--- src/rtl/core/pftr_pkg.sv ---
`default_nettype none
package pftr_pkg;

  localparam int SCREEN_WIDTH  = 128;
  localparam int SCREEN_HEIGHT = 64;
  localparam int CHUNK_BYTES   = 16;

  localparam int PAGE_COUNT  = (SCREEN_HEIGHT + 7) / 8;
  localparam int STORE_BYTES = SCREEN_WIDTH * PAGE_COUNT;
  localparam int ADDR_W      = $clog2(STORE_BYTES);

  localparam int GLYPH_COLS = 5;
  localparam int GLYPH_ROWS = 7;
  localparam int SCALE      = 2;
  localparam int DRAW_COLS  = GLYPH_COLS * SCALE;
  localparam int SPAN_ROWS  = GLYPH_ROWS * SCALE;
  // rows of one drawn column, shifted by up to 7 inside the first page
  localparam int SPAN_PAGES = (SPAN_ROWS + 7 + 7) / 8;
  localparam int GLYPH_W    = GLYPH_COLS * GLYPH_ROWS;

  typedef enum logic [1:0] {
    OP_CLEAR = 2'd0,
    OP_DRAW  = 2'd1,
    OP_READ  = 2'd2,
    OP_NONE  = 2'd3
  } opcode_t;

  typedef struct packed {
    opcode_t     opcode;
    logic [7:0]  char_code;
    logic [11:0] origin_column;
    logic [7:0]  origin_row;
    logic [5:0]  chunk_index;
  } req_t;

  typedef struct packed {
    logic [63:0] chunk_low;
    logic [63:0] chunk_high;
    logic        done_res;
  } rsp_t;

  typedef struct packed {
    logic              we;
    logic [ADDR_W-1:0] waddr;
    logic [7:0]        wdata;
    logic [ADDR_W-1:0] raddr;
  } store_req_t;

  // glyph columns packed low to high, column 0 in bits 6..0
  function automatic logic [GLYPH_W-1:0] glyph_bits(input logic [7:0] code);
    logic [GLYPH_W-1:0] g;
    case (code)
      8'h52:   g = {7'h46, 7'h29, 7'h19, 7'h09, 7'h7f};
      8'h54:   g = {7'h01, 7'h01, 7'h7f, 7'h01, 7'h01};
      8'h68:   g = {7'h70, 7'h08, 7'h08, 7'h08, 7'h7f};
      8'h72:   g = {7'h08, 7'h04, 7'h04, 7'h08, 7'h7c};
      8'h65:   g = {7'h18, 7'h54, 7'h54, 7'h54, 7'h38};
      8'h61:   g = {7'h78, 7'h54, 7'h54, 7'h54, 7'h20};
      8'h64:   g = {7'h7f, 7'h48, 7'h44, 7'h44, 7'h38};
      default: g = '0;
    endcase
    return g;
  endfunction

endpackage
`default_nettype wire

--- src/rtl/core/pftr_seq.sv ---
`default_nettype none
module pftr_seq (
  input  wire logic                 clk,
  input  wire logic                 rst,
  input  wire logic                 req_valid,
  output logic                      req_ready,
  input  wire pftr_pkg::req_t       req,
  output logic                      res_valid,
  input  wire logic                 res_ready,
  output pftr_pkg::rsp_t            res,
  output pftr_pkg::store_req_t      mem,
  input  wire logic [7:0]           rdata
);

  localparam int ADDR_W  = pftr_pkg::ADDR_W;
  localparam int DC_W    = $clog2(pftr_pkg::DRAW_COLS);
  localparam int PJ_W    = $clog2(pftr_pkg::SPAN_PAGES);
  localparam int GSEL_W  = $clog2(pftr_pkg::GLYPH_COLS);
  localparam int RK_W    = $clog2(pftr_pkg::CHUNK_BYTES);
  localparam int COL_W   = 13;
  localparam int PAGE_W  = 6;
  localparam int SPAN_W  = pftr_pkg::SPAN_PAGES * 8;
  localparam int DADDR_W = PAGE_W + $clog2(pftr_pkg::SCREEN_WIDTH) + 1;
  localparam int IDX_A   = $clog2(pftr_pkg::STORE_BYTES) + 1;
  localparam int IDX_B   = 6 + RK_W + 1;
  localparam int IDX_W   = (IDX_A > IDX_B) ? IDX_A : IDX_B;
  localparam int BUF_W   = pftr_pkg::CHUNK_BYTES * 8;

  typedef enum logic [2:0] {
    S_INIT,
    S_IDLE,
    S_CLEAR,
    S_DRAW,
    S_READ,
    S_FINISH
  } state_t;

  state_t                      state;
  logic [ADDR_W-1:0]           cnt;
  logic [DC_W-1:0]             dc;
  logic [PJ_W-1:0]             pj;
  logic [RK_W-1:0]             rk;
  logic [pftr_pkg::GLYPH_W-1:0] glyph;
  logic [11:0]                 ox;
  logic [7:0]                  oy;
  logic [5:0]                  chunk;
  logic                        pend_valid;
  logic [ADDR_W-1:0]           pend_addr;
  logic [7:0]                  pend_mask;
  logic                        cap_valid;
  logic                        cap_in;
  logic [BUF_W-1:0]            chunk_buf;
  logic                        done;

  logic [COL_W-1:0]   col;
  logic [PAGE_W-1:0]  page;
  logic [GSEL_W-1:0]  gsel;
  logic [6:0]         gcol;
  logic [SPAN_W-1:0]  span;
  logic [7:0]         mask_raw;
  logic [7:0]         mask;
  logic               col_ok;
  logic               draw_hit;
  logic [DADDR_W-1:0] daddr;
  logic [IDX_W-1:0]   idx;
  logic               in_range;

  function automatic logic [pftr_pkg::SPAN_ROWS-1:0] double_col(input logic [6:0] g);
    logic [pftr_pkg::SPAN_ROWS-1:0] d;
    for (int r = 0; r < pftr_pkg::GLYPH_ROWS; r++) begin
      for (int s = 0; s < pftr_pkg::SCALE; s++) begin
        d[r * pftr_pkg::SCALE + s] = g[r];
      end
    end
    return d;
  endfunction

  // one store byte per step: column dc of the cell, page pj below the origin page
  always_comb begin
    col      = COL_W'({1'b0, ox}) + COL_W'(dc);
    page     = PAGE_W'(oy[7:3]) + PAGE_W'(pj);
    gsel     = GSEL_W'(dc / pftr_pkg::SCALE);
    gcol     = glyph[gsel * pftr_pkg::GLYPH_ROWS +: 7];
    span     = SPAN_W'(double_col(gcol)) << oy[2:0];
    mask_raw = span[pj * 8 +: 8];
    for (int n = 0; n < 8; n++) begin
      mask[n] = mask_raw[n] &&
                ({page, 3'(n)} < (PAGE_W + 3)'(pftr_pkg::SCREEN_HEIGHT));
    end
    col_ok   = col < COL_W'(pftr_pkg::SCREEN_WIDTH);
    draw_hit = col_ok && (mask != 8'h00);
    daddr    = DADDR_W'(page) * DADDR_W'(pftr_pkg::SCREEN_WIDTH) + DADDR_W'(col);
    idx      = IDX_W'(chunk) * IDX_W'(pftr_pkg::CHUNK_BYTES) + IDX_W'(rk);
    in_range = idx < IDX_W'(pftr_pkg::STORE_BYTES);
  end

  always_comb begin
    if (state == S_INIT || state == S_CLEAR) begin
      mem.we    = 1'b1;
      mem.waddr = cnt;
      mem.wdata = 8'h00;
    end else begin
      mem.we    = pend_valid;
      mem.waddr = pend_addr;
      mem.wdata = rdata | pend_mask;
    end
    mem.raddr = (state == S_READ) ? idx[ADDR_W-1:0] : daddr[ADDR_W-1:0];
  end

  assign req_ready      = (state == S_IDLE);
  assign res_valid      = (state == S_FINISH) && !cap_valid;
  assign res.chunk_low  = chunk_buf[63:0];
  assign res.chunk_high = chunk_buf[BUF_W-1:64];
  assign res.done_res   = done;

  always_ff @(posedge clk) begin
    if (rst) begin
      state      <= S_INIT;
      cnt        <= '0;
      dc         <= '0;
      pj         <= '0;
      rk         <= '0;
      pend_valid <= 1'b0;
      cap_valid  <= 1'b0;
    end else begin
      // write back in the cycle after the read, while the next read goes out
      pend_valid <= (state == S_DRAW) && draw_hit;
      pend_addr  <= daddr[ADDR_W-1:0];
      pend_mask  <= mask;
      cap_valid  <= (state == S_READ);
      cap_in     <= in_range;
      if (cap_valid) begin
        chunk_buf <= {cap_in ? rdata : 8'h00, chunk_buf[BUF_W-1:8]};
      end

      unique case (state)
        S_INIT: begin
          if (cnt == ADDR_W'(pftr_pkg::STORE_BYTES - 1)) begin
            cnt   <= '0;
            state <= S_IDLE;
          end else begin
            cnt <= cnt + 1'b1;
          end
        end
        S_IDLE: begin
          if (req_valid) begin
            glyph     <= pftr_pkg::glyph_bits(req.char_code);
            ox        <= req.origin_column;
            oy        <= req.origin_row;
            chunk     <= req.chunk_index;
            chunk_buf <= '0;
            done      <= (req.opcode != pftr_pkg::OP_NONE);
            dc        <= '0;
            pj        <= '0;
            rk        <= '0;
            cnt       <= '0;
            unique case (req.opcode)
              pftr_pkg::OP_CLEAR: state <= S_CLEAR;
              pftr_pkg::OP_DRAW:  state <= S_DRAW;
              pftr_pkg::OP_READ:  state <= S_READ;
              pftr_pkg::OP_NONE:  state <= S_FINISH;
            endcase
          end
        end
        S_CLEAR: begin
          if (cnt == ADDR_W'(pftr_pkg::STORE_BYTES - 1)) begin
            cnt   <= '0;
            state <= S_FINISH;
          end else begin
            cnt <= cnt + 1'b1;
          end
        end
        S_DRAW: begin
          if (pj == PJ_W'(pftr_pkg::SPAN_PAGES - 1)) begin
            pj <= '0;
            if (dc == DC_W'(pftr_pkg::DRAW_COLS - 1)) begin
              state <= S_FINISH;
            end else begin
              dc <= dc + 1'b1;
            end
          end else begin
            pj <= pj + 1'b1;
          end
        end
        S_READ: begin
          rk <= rk + 1'b1;
          if (rk == RK_W'(pftr_pkg::CHUNK_BYTES - 1)) begin
            state <= S_FINISH;
          end
        end
        S_FINISH: begin
          if (res_valid && res_ready) begin
            state <= S_IDLE;
          end
        end
        default: state <= S_IDLE;
      endcase
    end
  end

endmodule
`default_nettype wire

--- config.mk ---
export PLATFORM = sky130hd
export DESIGN_NAME = pftr_seq
export DESIGN_NICKNAME = d
export VERILOG_FILES = /design/src/rtl/core/pftr_pkg.sv /design/src/rtl/core/pftr_seq.sv
export SDC_FILE = /design/constraint.sdc
export NUM_CORES = 1
export LEC_CHECK = 0
export ABC_AREA = 1
export BUFFER_PORTS_ARGS = -buffer_cell sky130_fd_sc_hd__buf_2
export CORE_MARGIN = 1.5
export CORE_UTILIZATION = 50
export DETAILED_ROUTE_END_ITERATION = 16
export GPL_TIMING_DRIVEN = 0
export PLACE_DENSITY = 0.73
export SLEW_MARGIN = 25
export SYNTH_ARGS = -nofsm -noshare
export SYNTH_HDL_FRONTEND = slang
export SYNTH_SLANG_ARGS = --single-unit
--- constraint.sdc ---
create_clock -name clk -period 7.6 [get_ports clk]
set_input_delay 1.52 -clock clk [delete_from_list [all_inputs] [get_ports clk]]
set_output_delay 1.52 -clock clk [all_outputs]
set_load 0.02 [all_outputs]
### Yosys cells after proc, flatten, opt, wreduce, memory -nomap -nowiden

Index checks and enable logic that the tools add are counted.

* output and inout port bits: 160
* bits of input ports: 48
* flip-flop bits (word level): 234
* logic and storage cells: 122

* shifts and indexed selects: 3
* add/subtract/negate cells: 8
* bitwise logic cells: 2
* reductions and logical operators: 27
* muxes and demuxes: 27
* multipliers: 1
* equality and inequality tests: 28
* $lt $le $gt $ge: 10

Operators by type and width (count)
* $mux 128: 3
* $pmux 35 s7: 1
* $lt 9x7->1 const B: 8
* $eq 8x7->1 const B: 7
* $shiftx 35x7->7: 1
* $mux 10: 3
* $shiftx 24x6->8: 1
* $shl 14x3->24: 1
* $mux 3: 7
* $pmux 10 s2: 1
* $mux 19: 1
* $pmux 3 s6: 1
* $pmux 4 s2: 2
* $add 12x4->13: 1
* $lt 13x8->1 const B: 1
* $logic_and 1x1->1: 12
* $mux 4: 3
* $ne 2x1->1 const B: 6
* $pmux 3 s4: 1
* $add 10x4->11: 1
* $lt 11x11->1 const B: 1
* $add 10x1->10 const B: 1
* $add 10x10->10: 1
* $eq 10x10->1 const B: 1
* other kinds (27): 40

### Depth between registers and ports, before layout

* depth in word-level cells: 8
* depth in mapped cells: 16
* mapped depth without buffers: 16

### Least setup slack after synthesis

No wires, ideal clock.

* kind: input -> register
* start: input port rst
* end: register rk[1]
* arrival time: 5883 ps
* required time: 7464 ps
* setup slack: 1581 ps
* buffers on the path: 1
* setup time: 136 ps
* stages on the path: 3
* path through: clkbuf_1 -> clkinv_1 -> a32o_1

RTL lines
* from (decl): line pftr_seq.sv:4 `input wire logic rst,`
* to (signal assigned): line pftr_seq.sv:186 `rk <= rk + 1'b1;`
* to (decl): line pftr_seq.sv:42 `logic [RK_W-1:0] rk;`

No word-level cell between the ends.

==> run metrics <==
Min-Delay Path Class=flip-flop to flip-flop; Final Critical Period=4.710 ns; Post-CTS Hold Fix Bufs=0; PwrDens=281.2 mW/mm²; Final Max Slew Viols=0; via-per-instance ratio=5.330; deepest clock path buffer count=3; first-pass GRT wire length=41,800 µm; P_leak=5.684 nW; Clk pwr share=0.311; wire per inst=15.66 µm; most instantiated library cell after synthesis=nand2_1; GR Util met3=0.03750; Worst-path clk slew=0.06 ns; largest net degree at the start of global routing=80; Post-synth top cells=nand2_1 (415), edfxtp_1 (194), a21oi_1 (160); Overflow after GRT=0; NetSw=1.169 mW; startpoint types=flip-flop; WS Path Type=flip-flop to primary output; Die Ht=149.9 µm; row count=53; number of synthesized flops with an enable pin=194; routability cong.=0.9514; Sw Share=0.3189; crit path launch=ox[2]; MaxCap Viol Count=0; met2 Usage GRT=0.4060; port bufs=206; number of buffers created by CTS=24; crit path DAT=3.19 ns; Synth top area share=0.5397; Die W=149.9 µm; Seq cells post-synth=219; top fanout value on the critical path=4; outcome=completed; total number of vias=9,071; Initial Utilization=0.5119; Synth Flop Type=edfxtp_1; clk_skew=0.01319 ns; grt peak-use layer=met2; Placed Cells incl. Taps=1,658; post-CTS setup buffers=0; Global Route Usage Sum=0.2310; H-tree levels=1; layout cell share with drive strength beyond 1=0.2118; fmax=212.3 MHz; Syn. warnings=0; final hold vios=0; post_cts resized=0; HPWL Detailed=19,440 µm; vias in the first global route=8,461; area grow syn2layout=20.77%; io pins=208; Synth async-reset ratio=0; Combinational Power Share=0.243; Pint=2.497 mW; post-synth cell types=46; Detail Route Antenna Nets=0; initial drt markers=555; final WL=26,660 µm; unrepaired setup endpoints after global routing=false; final core utilization=0.6182; core box area=0.02109 mm²; critical path endpoint category=primary output; clock sink count=219; register area share after synthesis=0.5861; final period utilization=0.6197; Avg Synthesized Cell Area=9.194 µm²; non-filler cells, final=1,702; relative slew slack=0.5237; synthesized net count=1,236; CTS Root Cell=clkbuf_16; RR Startpoint=ox[2]; post-synth top area cell=edfxtp_1; Max IR drop VDD=0.2049 mV; Clock Latency Late Sink=0.51 ns; DRC=0; synthesized cell area=0.01079 mm²; final setup violating endpoints=0; Nets=1,471; ranking of synthesized cells by area=edfxtp_1 (54%), nand2_1 (14%), a21oi_1 (7.4%); Flop pwr share=0.446; Worst-Margin Slew=0.7144 ns; GR Util met1=0.2879; Hold Startpoint=cnt[1]; initial antenna violation count=1; Critical Path RT=6.08 ns; TritonCTS clock tree=done; Mapped Cells=1,174; die footprint=0.02248 mm²; first-pass iteration count of the detailed router=5
-- state kept, by name, indices dropped and copies added (netlist names) --
name and count:
cap_valid 1, chunk 6, chunk_buf 128, cnt 10, dc 4, done 1, glyph 21, ox 12
oy 8, pend_addr 10, pend_mask 8, pend_valid 1, pj 2, rk 4, state 3
-- critical path, stage by stage (launching register included) --
cell and delay [ns]:
edfxtp_1 0.37, ha_1 0.36, nand3_1 0.10, nand2_1 0.11, nand2_1 0.07, a21boi_2 0.16
nand2_1 0.11, xor2_1 0.17, ha_1 0.20, fa_1 0.35, inv_1 0.07, xor2_1 0.20
inv_1 0.06, nand2_1 0.07, nand3_1 0.07, nand2_1 0.07, buf_2 0.16
-- layout by cell type (no fill, tap or decap), types with 2 or more instances in the layout --
| cell | n |
|---|---|
| xor2_1 | 10 |
| nand4_1 | 7 |
| clkinv_2 | 3 |
| buf_4 | 12 |
| nand3_1 | 81 |
| clkinv_1 | 4 |
| dfxtp_1 | 25 |
| nor2_1 | 49 |
| bufinv_16 | 2 |
| o21ai_0 | 21 |
| nor3_1 | 5 |
| o31ai_1 | 3 |
| nand2_2 | 4 |
| o21ai_1 | 5 |
| nor2_4 | 2 |
| edfxtp_1 | 194 |
| clkbuf_8 | 2 |
| buf_2 | 214 |
| clkbuf_16 | 25 |
| fa_1 | 3 |
| a211oi_1 | 3 |
| a221oi_1 | 4 |
| nand2_1 | 415 |
| buf_16 | 3 |
| o211ai_2 | 2 |
| a21oi_1 | 160 |
| inv_1 | 67 |
| nor3b_1 | 2 |
| nor4_1 | 3 |
| nor2_2 | 5 |
| inv_2 | 7 |
| ha_1 | 11 |
| or2_2 | 3 |
| clkbuf_1 | 45 |
| nand3_2 | 8 |
-- cell families after synthesis --
group           count (synthesis)  share of synthesized area
simple gates                  588                     0.2292
fa+ha+maj                      14                    0.01831
xor+xnor                       10                   0.008114
flops                         219                     0.5861
buf+inv                       135                    0.05378
compound gates                208                     0.1046
-- per-stage QoR --
stage          setup TNS (ns)  worst slack, ns  hold slack (ns)  total power, mW  area (µm²)
4_1_cts                     0            2.831           0.4950            3.685       13030
3_5_place_dp                0            3.383           0.4840            2.543       12260
3_3_place_gp           -69.95          -0.4923           0.4742            2.525       12170
2_1_floorplan               0            1.581           0.4575            2.232       10790
5_1_grt                     0            2.522           0.5187            3.839       13030
6_report                    0            2.890           0.5042            3.666       13040
-- area by class of cell --
class | count | area [µm²]
clock buffers | 36 | 686.9
flip-flops and latches | 219 | 6326
inverters | 77 | 294.0
plain buffers | 58 | 291.5
repair buffers | 209 | 1114
fillers | 1779 | 8051
clock inverters | 7 | 82.58
well taps | 275 | 344.1
diodes | 1 | 2.502
multi-input cells | 820 | 3895
-- layer usage --
layer / routed length (µm) / vias up / part of all wire
li1: - / 4462 / -
met1: 10770 / 4213 / 0.40
met2: 13180 / 349 / 0.49
met3: 1992 / 47 / 0.075
met4: 710 / 0 / 0.027
met5: 0 / - / 0
-- worst paths after layout --
check             slack [ns]  cells past startpoint            to
setup / recovery        2.89                     16        mem[9]
hold / removal          0.50                      2        cnt[1]
setup reg to reg        4.83                     13  pend_addr[9]
hold reg to reg         0.50                      2        cnt[1]
-- power groups by stage --
| stage | logic, mW | clock network, mW | registers (mW) |
|---|---|---|---|
| after global routing | 0.978 | 1.21 | 1.65 |
| after global placement | 0.862 | 0 | 1.66 |
| after floorplan | 0.463 | 0 | 1.77 |
| after detailed placement | 0.886 | 0 | 1.66 |
| final | 0.890 | 1.14 | 1.64 |
| after CTS | 0.890 | 1.16 | 1.63 |
No activity file was read; power rests on OpenSTA's default activity.
